### src/rtl/neighbor_table_with_aging_top_assert.svh
// assertion macros for the neighbor table blocks
`ifndef NEIGHBOR_TABLE_WITH_AGING_TOP_ASSERT_SVH
`define NEIGHBOR_TABLE_WITH_AGING_TOP_ASSERT_SVH

`ifndef SYNTHESIS
// property must hold at every clock edge outside reset
`define NTWA_ASSERT(lbl, clk, rst, prop, msg) \
  lbl: assert property (@(posedge clk) disable iff (rst) prop) else $error(msg);
// expression must never be true outside reset
`define NTWA_ASSERT_NEVER(lbl, clk, rst, expr, msg) \
  lbl: assert property (@(posedge clk) disable iff (rst) !(expr)) else $error(msg);
`else
`define NTWA_ASSERT(lbl, clk, rst, prop, msg)
`define NTWA_ASSERT_NEVER(lbl, clk, rst, expr, msg)
`endif

`endif

### src/rtl/ntwa_pkg.sv
// types and constants shared by the neighbor table modules
`timescale 1ns / 1ps

package ntwa_pkg;

  localparam int MAC_W    = 48;
  localparam int TIME_W   = 32;
  localparam int SLOT_W   = 4;
  localparam int COUNT_W  = 5;
  localparam int ENTRY_W  = MAC_W + TIME_W;

  localparam logic [TIME_W-1:0] AGE_LIMIT_RESET = 32'd30000;

  // item modes
  localparam logic MODE_SEEN  = 1'b0;
  localparam logic MODE_PRUNE = 1'b1;

  // configuration register indexes
  typedef enum logic [0:0] {
    CFG_OWN_ADDRESS = 1'b0,
    CFG_AGE_LIMIT   = 1'b1
  } cfg_reg_t;

  // result status codes
  typedef enum logic [2:0] {
    ST_REFRESHED  = 3'd0,
    ST_LEARNED    = 3'd1,
    ST_SELF       = 3'd2,
    ST_FULL       = 3'd3,
    ST_REMOVED    = 3'd4,
    ST_PRUNE_DONE = 3'd5
  } status_t;

  // scan sequencer states
  typedef enum logic [1:0] {
    SC_IDLE,
    SC_SCAN,
    SC_DONE
  } scan_state_t;

  typedef struct packed {
    logic              mode;
    logic [MAC_W-1:0]  neighbor_mac;
    logic [TIME_W-1:0] now_time;
  } in_item_t;

  typedef struct packed {
    status_t            status;
    logic [SLOT_W-1:0]  slot;
    logic [MAC_W-1:0]   entry_mac;
    logic [COUNT_W-1:0] active_count;
    logic               last;
  } result_t;

  // configuration seen by the scanner
  typedef struct packed {
    logic [MAC_W-1:0]  own_address;
    logic [TIME_W-1:0] age_limit;
  } cfg_t;

endpackage

### src/rtl/ntwa_ram.sv
// generic single-port-write, single-port-read ram with registered read
`timescale 1ns / 1ps

module ntwa_ram #(
  parameter int WIDTH = 8,
  parameter int DEPTH = 16,
  localparam int AW = (DEPTH > 1) ? $clog2(DEPTH) : 1
) (
  input  logic             clk,
  input  logic             we,
  input  logic [AW-1:0]    waddr,
  input  logic [WIDTH-1:0] wdata,
  input  logic [AW-1:0]    raddr,
  output logic [WIDTH-1:0] rdata
);

  logic [WIDTH-1:0] mem [DEPTH];

  // write port
  always_ff @(posedge clk) begin
    if (we) begin
      mem[waddr] <= wdata;
    end
  end

  // registered read port
  always_ff @(posedge clk) begin
    rdata <= mem[raddr];
  end

endmodule

### src/rtl/ntwa_scan.sv
// scan sequencer: walks the table ram, keeps valid bits and the active count
`timescale 1ns / 1ps
`include "neighbor_table_with_aging_top_assert.svh"

module ntwa_scan
  import ntwa_pkg::*;
#(
  parameter int TABLE_DEPTH = 16,
  localparam int IW = (TABLE_DEPTH > 1) ? $clog2(TABLE_DEPTH) : 1,
  localparam int CW = $clog2(TABLE_DEPTH + 1)
) (
  input  logic               clk,
  input  logic               rst,
  input  logic               start,
  output logic               busy,
  input  in_item_t           item,
  input  cfg_t               cfg,
  output logic               ram_we,
  output logic [IW-1:0]      ram_waddr,
  output logic [ENTRY_W-1:0] ram_wdata,
  output logic [IW-1:0]      ram_raddr,
  input  logic [ENTRY_W-1:0] ram_rdata,
  output logic               done,
  output result_t            result
);

  scan_state_t       state, state_next;
  logic              cur_mode, cur_mode_next;
  logic [MAC_W-1:0]  cur_mac, cur_mac_next;
  logic [TIME_W-1:0] cur_now, cur_now_next;
  logic [CW-1:0]     rd_idx, rd_idx_next;
  logic              chk_vld, chk_vld_next;
  logic [IW-1:0]     chk_idx, chk_idx_next;
  logic              free_found, free_found_next;
  logic [IW-1:0]     free_idx, free_idx_next;
  logic [CW-1:0]     count, count_next;
  logic [TABLE_DEPTH-1:0] valid, valid_next;
  result_t           res_next;
  logic              done_next;

  logic              rd_issue;
  logic              slot_valid;
  logic [MAC_W-1:0]  rd_mac;
  logic [TIME_W-1:0] rd_time;
  logic [TIME_W-1:0] age;
  logic              hit;
  logic              stale;
  logic              last_slot;
  logic              fnd;
  logic [IW-1:0]     fidx;

  assign busy      = (state != SC_IDLE);
  assign rd_issue  = (state == SC_SCAN) && (rd_idx < CW'(TABLE_DEPTH));
  assign ram_raddr = rd_idx[IW-1:0];
  assign rd_mac    = ram_rdata[ENTRY_W-1:TIME_W];
  assign rd_time   = ram_rdata[TIME_W-1:0];
  assign age       = cur_now - rd_time;
  assign slot_valid = valid[chk_idx];
  assign hit       = chk_vld && slot_valid && (rd_mac == cur_mac);
  assign stale     = chk_vld && slot_valid && (age > cfg.age_limit);
  assign last_slot = (chk_idx == IW'(TABLE_DEPTH - 1));
  assign fnd       = free_found || !slot_valid;
  assign fidx      = free_found ? free_idx : chk_idx;

  // control registers
  always_ff @(posedge clk) begin
    if (rst) begin
      state      <= SC_IDLE;
      rd_idx     <= '0;
      chk_vld    <= 1'b0;
      free_found <= 1'b0;
      count      <= '0;
      valid      <= '0;
      done       <= 1'b0;
    end else begin
      state      <= state_next;
      rd_idx     <= rd_idx_next;
      chk_vld    <= chk_vld_next;
      free_found <= free_found_next;
      count      <= count_next;
      valid      <= valid_next;
      done       <= done_next;
    end
  end

  // payload registers
  always_ff @(posedge clk) begin
    cur_mode <= cur_mode_next;
    cur_mac  <= cur_mac_next;
    cur_now  <= cur_now_next;
    chk_idx  <= chk_idx_next;
    free_idx <= free_idx_next;
    result   <= res_next;
  end

  // next state, memory access and result
  always_comb begin
    state_next      = state;
    cur_mode_next   = cur_mode;
    cur_mac_next    = cur_mac;
    cur_now_next    = cur_now;
    rd_idx_next     = rd_idx;
    free_found_next = free_found;
    free_idx_next   = free_idx;
    count_next      = count;
    valid_next      = valid;
    res_next        = result;
    done_next       = 1'b0;
    ram_we          = 1'b0;
    ram_waddr       = chk_idx;
    ram_wdata       = {cur_mac, cur_now};

    case (state)
      SC_IDLE: begin
        if (start) begin
          cur_mode_next = item.mode;
          cur_mac_next  = item.neighbor_mac;
          cur_now_next  = item.now_time;
          if (item.mode == MODE_SEEN && item.neighbor_mac == cfg.own_address) begin
            done_next             = 1'b1;
            res_next.status       = ST_SELF;
            res_next.slot         = '0;
            res_next.entry_mac    = item.neighbor_mac;
            res_next.active_count = COUNT_W'(count);
            res_next.last         = 1'b1;
          end else begin
            state_next      = SC_SCAN;
            rd_idx_next     = '0;
            free_found_next = 1'b0;
          end
        end
      end

      SC_SCAN: begin
        if (rd_issue) begin
          rd_idx_next = rd_idx + CW'(1);
        end
        if (chk_vld) begin
          if (cur_mode == MODE_SEEN) begin
            if (hit) begin
              // known neighbor: refresh its time
              ram_we                = 1'b1;
              ram_waddr             = chk_idx;
              done_next             = 1'b1;
              res_next.status       = ST_REFRESHED;
              res_next.slot         = SLOT_W'(chk_idx);
              res_next.entry_mac    = cur_mac;
              res_next.active_count = COUNT_W'(count);
              res_next.last         = 1'b1;
              state_next            = SC_IDLE;
            end else begin
              // remember the lowest free slot
              free_found_next = fnd;
              free_idx_next   = fidx;
              if (last_slot) begin
                done_next          = 1'b1;
                res_next.entry_mac = cur_mac;
                res_next.last      = 1'b1;
                state_next         = SC_IDLE;
                if (fnd) begin
                  ram_we                = 1'b1;
                  ram_waddr             = fidx;
                  valid_next[fidx]      = 1'b1;
                  count_next            = count + CW'(1);
                  res_next.status       = ST_LEARNED;
                  res_next.slot         = SLOT_W'(fidx);
                  res_next.active_count = COUNT_W'(count + CW'(1));
                end else begin
                  res_next.status       = ST_FULL;
                  res_next.slot         = '0;
                  res_next.active_count = COUNT_W'(count);
                end
              end
            end
          end else begin
            // prune: drop an entry older than the limit
            if (stale) begin
              valid_next[chk_idx]   = 1'b0;
              count_next            = count - CW'(1);
              done_next             = 1'b1;
              res_next.status       = ST_REMOVED;
              res_next.slot         = SLOT_W'(chk_idx);
              res_next.entry_mac    = rd_mac;
              res_next.active_count = COUNT_W'(count - CW'(1));
              res_next.last         = 1'b0;
            end
            if (last_slot) begin
              state_next = SC_DONE;
            end
          end
        end
      end

      SC_DONE: begin
        // closing summary of a prune run
        done_next             = 1'b1;
        res_next.status       = ST_PRUNE_DONE;
        res_next.slot         = '0;
        res_next.entry_mac    = '0;
        res_next.active_count = COUNT_W'(count);
        res_next.last         = 1'b1;
        state_next            = SC_IDLE;
      end

      default: begin
        state_next = SC_IDLE;
      end
    endcase
  end

  // read pipeline tag
  assign chk_vld_next = rd_issue && (state_next == SC_SCAN);
  assign chk_idx_next = rd_idx[IW-1:0];

  // checks
  `NTWA_ASSERT(a_count_matches_valid, clk, rst, CW'($countones(valid)) == count, "count mismatch")
  `NTWA_ASSERT_NEVER(a_count_range, clk, rst, count > CW'(TABLE_DEPTH), "count overflow")
  `NTWA_ASSERT(a_write_in_scan, clk, rst, ram_we |-> (state == SC_SCAN && chk_vld), "stray write")
  `NTWA_ASSERT(a_not_last_is_removal, clk, rst, (done && !result.last) |-> (result.status == ST_REMOVED), "bad status")

endmodule

### src/rtl/neighbor_table_with_aging_top.sv
// Neighbor table top: config registers, table ram and scan sequencer.
// A self-address update gives its result in the cycle after acceptance; any other update walks
// the table, ending at the matching slot, or after the last slot when the entry is new or full.
// Prune: one result per removed entry as the walk passes it, then a summary after the last slot.
// Items are taken only while idle, so a new item waits for the single ram read port walk to end.
// Reset clears valid bits and count at once and loads register defaults; no clearing pass.
`timescale 1ns / 1ps

module neighbor_table_with_aging_top
  import ntwa_pkg::*;
#(
  parameter int TABLE_DEPTH = 16
) (
  input  logic             clk,
  input  logic             rst,
  input  logic             start,
  output logic             busy,
  input  in_item_t         item,
  output logic             done,
  output result_t          result,
  input  logic             cfg_we,
  input  logic [0:0]       cfg_index,
  input  logic [MAC_W-1:0] cfg_data
);

  localparam int IW = (TABLE_DEPTH > 1) ? $clog2(TABLE_DEPTH) : 1;

  cfg_t               cfg;
  logic               ram_we;
  logic [IW-1:0]      ram_waddr;
  logic [ENTRY_W-1:0] ram_wdata;
  logic [IW-1:0]      ram_raddr;
  logic [ENTRY_W-1:0] ram_rdata;

  // configuration registers
  always_ff @(posedge clk) begin
    if (rst) begin
      cfg.own_address <= '0;
      cfg.age_limit   <= AGE_LIMIT_RESET;
    end else if (cfg_we) begin
      case (cfg_reg_t'(cfg_index))
        CFG_OWN_ADDRESS: cfg.own_address <= cfg_data;
        CFG_AGE_LIMIT:   cfg.age_limit   <= cfg_data[TIME_W-1:0];
        default: ;
      endcase
    end
  end

  // address and last-seen time per slot
  ntwa_ram #(
    .WIDTH (ENTRY_W),
    .DEPTH (TABLE_DEPTH)
  ) u_ram (
    .clk   (clk),
    .we    (ram_we),
    .waddr (ram_waddr),
    .wdata (ram_wdata),
    .raddr (ram_raddr),
    .rdata (ram_rdata)
  );

  // table walk and result generation
  ntwa_scan #(
    .TABLE_DEPTH (TABLE_DEPTH)
  ) u_scan (
    .clk       (clk),
    .rst       (rst),
    .start     (start),
    .busy      (busy),
    .item      (item),
    .cfg       (cfg),
    .ram_we    (ram_we),
    .ram_waddr (ram_waddr),
    .ram_wdata (ram_wdata),
    .ram_raddr (ram_raddr),
    .ram_rdata (ram_rdata),
    .done      (done),
    .result    (result)
  );

endmodule
### config.mk
export PLATFORM = sky130hd
export DESIGN_NAME = neighbor_table_with_aging_top
export DESIGN_NICKNAME = d
export VERILOG_FILES = /design/src/rtl/ntwa_pkg.sv /design/src/rtl/ntwa_ram.sv /design/src/rtl/ntwa_scan.sv /design/src/rtl/neighbor_table_with_aging_top.sv
export VERILOG_INCLUDE_DIRS = /design/src /design/src/rtl
export SDC_FILE = /design/constraint.sdc
export NUM_CORES = 2
export LEC_CHECK = 0
export ABC_CLOCK_PERIOD_IN_PS = 11100
export BUFFER_PORTS_ARGS = -buffer_cell sky130_fd_sc_hd__buf_4
export CORE_MARGIN = 2
export CORE_UTILIZATION = 50
export CTS_BUF_LIST = sky130_fd_sc_hd__clkbuf_4
export DETAILED_ROUTE_END_ITERATION = 12
export PLACE_DENSITY = 0.7
export SLEW_MARGIN = 20
export SYNTH_ARGS = -nofsm -noshare
export SYNTH_HDL_FRONTEND = slang
export SYNTH_SLANG_ARGS = --single-unit
### constraint.sdc
create_clock -name clk -period 11.1 [get_ports clk]
set_input_delay 1.11 -clock clk [delete_from_list [all_inputs] [get_ports clk]]
set_output_delay 1.11 -clock clk [all_outputs]
set_load 0.03 [all_outputs]
==> impl_results.md <==
- Outcome: complete, no violations
- Period utilisation layout: 57.9%
- Sequential element share of the synthesized area: 73.6%
- Metal2 WL: 74300 µm
- Leakage: 24.4 nW
- Setup crit start kind: flop
- Critical Path Max Stage Delay: 0.59 ns
- Slew HR: 24.5%
- Clk_lat worst skew: 1.30 ns
- CTS clk-pin slew, worst paths: 0.07 ns
- P&R area growth vs syn: 15.1%
- Power density over the cells: 177 nW/µm²
- Slew @ Worst Pin: 1.13 ns
- Global-route wire length before repair: 235000 µm
- Worst r2r src: u_scan.cur_now[0]
- CP required: 11.92 ns
- Final WL: 164000 µm
- Antenna viol nets, final: 0
- VDD IR-drop max: 0.000130 V
- DRC viols: 0
- CTS max path bufs: 4
- Post-synth ARST share: 0%
- Initial Util: 50.5%
- Switch share: 23.5%
- Cts bufs inserted: 412
- Seq pwr share: 53.4%
- Synthesized area: 63500 µm²
- Met1 Routed Length: 64600 µm
- Synth Flop Type: edfxtp_1
- Total Power: 0.0130 W
- HP Class: primary input to flop
- Fillcell total: 9485
- MaxCap Viol Count: 0
- Hold-critical path depth: 3
- Comb pwr share: 7.0%
- Post-CTS Setup Inserts: 0
- Top Layer Used: met5
- Die height: 360 µm
- Final Skew: 0.122 ns
- Drt first pass iters: 6
- Flop-to-flop setup slack: 4.67 ns
- Final core occ: 58.0%
- CTS sink cnt: 1621
- Critical Path AT: 7.25 ns
- Crit Path Category: flop to flop
- Largest net degree at the start of global routing: 149
- GP Congestion: 0.887
- Synth unique cells: 76
- Critical path cell sequence: inv_1, ha_1, inv_1, fa_1, a21oi_1, o21ai_1, a311o_1, o31ai_2, a21oi_1, o41ai_2, a31oi_1, xor2_1, ha_1, nand4_1, nor4bb_1, o41ai_1, buf_4, nand2_1, o211a_1, nand2_1, a211oi_4, buf_4
- Hold Path Sink: cfg[78]
- Synth Warn #: 0
- Die W: 360 µm
- Total number of vias: 35100
- Initial DRC Count: 4827
- Fmax achieved: 156 MHz
- Critical path endpoint category: flop
- CTS tree: built
- Met3 WL: 20400 µm
- Post-route minimum period: 6.43 ns
- Nets: 4084
- Die area: 130000 µm²
- Int Power: 0.00991 W
- CP Buf/Inv Count: 4
- Input/output buffers: 196
- RSZ-0062 raised after global routing: false
- DP Worst Slack: 4.80 ns
- HP Start: cfg_data[46]
- Final slew viol count: 0
- Reg2reg end: u_scan.result[11]
- Gr usage total: 25.2%
- NetSw: 0.00305 W
- Placement row count: 130
- Mean Syn Cell Area: 19.2 µm²
- Vias in the first global route: 35100
- Core Region: 126000 µm²
- Reg2reg path depth: 22
- Final Hold Vio Count: 0
- Gate Count Post-Synth: 3305
- Clock share of power: 39.5%
- Final Setup Violations: 0
- Layout cells sized above 1: 32.3%
- Worst setup margin: 4.67 ns
- CP max FO: 31
- Post-CTS resize count: 0
- Setup TNS Final: 0 ns
- FF+latch count, synth: 1621
- Initial antenna violation count: 9
- Hpwl dp: 93400 µm
- Crit path max-delay family: compound AO/OA/AOI/OAI gates
- # H-tree levels: 5
- GRT overflow: 0
- Syn nets: 3510
- CP max-delay cell: edfxtp_1
- Avg WL per Cell: 27.9 µm
- Root buffer cell: clkbuf_4
- EDFF count, synth: 1426
- Vias per cell: 5.98
- I/O pin cnt: 197
-- registers in the layout, indices dropped and copies added, names as in the netlist --
signal,flops
u_ram.mem,1280
u_scan.cur_now,32
u_scan.cur_mac,48
u_scan.chk_vld,1
u_scan.free_found,1
u_scan.chk_idx,4
u_scan.valid,16
u_scan.free_idx,4
u_scan.state,2
u_scan.count,5
u_ram.rdata,80
u_scan.done,1
u_scan.cur_mode,1
u_scan.rd_idx,5
u_scan.result,61
cfg,80
-- cell families (layout without fill, tap and decap cells) --
family	after synthesis	in the layout	share of synthesized area, %
flip-flops	1621	1621	73.6
multiplexers	458	458	15.2
AND/OR/NAND/NOR	401	401	3.01
AO/OA/AOI/OAI	348	348	3.41
buffers and inverters	283	1179	1.72
XOR/XNOR	123	123	1.70
adder cells (fa/ha/maj)	71	71	1.41
other	0	9	0
-- cell usage after synthesis (all sizes together) (3+ instances only) --
master      n  area share (%)
and4        7           0.097
o31ai       6           0.079
nand2b     17            0.17
nor3        7           0.055
nor2b       7           0.069
a211o       3           0.041
a21oi     134             1.1
or3         6           0.059
xnor2      67            0.92
nand3b      3           0.035
o31a        3           0.041
xor2       56            0.77
nor4       16            0.16
or2         4           0.039
nand2     213             1.3
a21o       17            0.20
o21ai      53            0.42
a211oi      8            0.11
inv       132            0.78
and2        5           0.049
buf        41            0.29
and3        5           0.049
o22ai      51            0.52
o311ai      8            0.11
dfxtp     195             6.1
nand4      31            0.33
o211ai     14            0.17
mux4      404              14
edfxtp   1426              67
mux2        3           0.053
o21bai      6           0.071
a221oi      3           0.041
or4         3           0.035
nand3      24            0.19
mux2i      51            0.80
o21a       10            0.12
clkbuf    110            0.65
a31oi       9           0.089
ha         70             1.4
nor3b       4           0.065
nor2       45            0.27
o2111ai     5           0.069
-- per-layer routing --
metal | up-vias | global-route usage [%]
li1 | 14800 | -
met1 | 17900 | 35.4
met2 | 2086 | 37.3
met3 | 302 | 8.64
met4 | 12 | 8.49
met5 | - | 0
-- worst max path at each step --
stage	endpoint	from	slack, ns	depth (start not counted)
floorplan	u_scan.result[0]	u_scan.cur_now[0]	1.94	20
global placement	u_scan.result[49]	u_scan.cur_now[0]	4.97	22
detailed placement	u_scan.result[45]	u_scan.cur_now[0]	4.80	22
CTS	u_scan.result[11]	u_scan.cur_now[0]	4.68	22
global route	u_scan.result[11]	u_scan.cur_now[0]	4.16	22
finish	u_scan.result[11]	u_scan.cur_now[0]	4.67	22
-- cell usage in the layout, fill, tap and decap left out, types with 67 or more instances in the layout --
cell type	n
a21oi_1	134
buf_4	248
clkbuf_4	627
clkinv_1	79
dfxtp_1	191
edfxtp_1	1426
ha_1	69
inv_1	132
mux4_2	403
nand2_1	210
xnor2_1	67
-- power by group through the flow --
stage,logic (W),registers (W),clock network (W)
global route,0.000972,0.00694,0.00553
detailed placement,0.000887,0.00705,0
floorplan,0.000538,0.00703,0
global placement,0.000881,0.00705,0
finish,0.000910,0.00692,0.00512
CTS,0.000907,0.00692,0.00522
-- worst register-to-register path: stages (launching register included) --
cell and delay [ns]:
edfxtp_1 0.59, inv_1 0.13, ha_1 0.17, inv_1 0.05
fa_1 0.39, a21oi_1 0.26, o21ai_1 0.21, a311o_1 0.44
o31ai_2 0.33, a21oi_1 0.19, o41ai_2 0.37, a31oi_1 0.18
xor2_1 0.19, ha_1 0.30, nand4_1 0.13, nor4bb_1 0.42
o41ai_1 0.18, buf_4 0.21, nand2_1 0.07, o211a_1 0.18
nand2_1 0.10, a211oi_4 0.33, buf_4 0.55
-- through the flow --
step | instances | cell area, µm² | hold slack [ns]
2_1_floorplan | 3305 | 63500 | 0.352
3_3_place_gp | 5055 | 67100 | 0.443
3_5_place_dp | 5056 | 67100 | 0.448
4_1_cts | 5851 | 73100 | 0.000631
5_1_grt | 5855 | 73100 | 0.00980
6_report | 5860 | 73100 | 0.100
-- what timing repair did --
item / in CTS / in global routing
setup endpoints to repair: 0 / 0
hold buffers: 59 / 0
endpoints found under the hold margin: 59 / 0
-- area by class of cell --
cell class | instances | area [µm²] | area share (%)
diodes | 9 | 22.5 | 0.0308
clock buffers | 627 | 4710 | 6.44
clock inverters | 109 | 652 | 0.892
inverters | 132 | 495 | 0.678
multi-input cells | 1401 | 15900 | 21.7
flip-flops and latches | 1621 | 46700 | 64.0
well taps | 1650 | 2060 | 2.82
repair buffers | 311 | 2540 | 3.48
No activity file was read; power rests on OpenSTA's default activity.
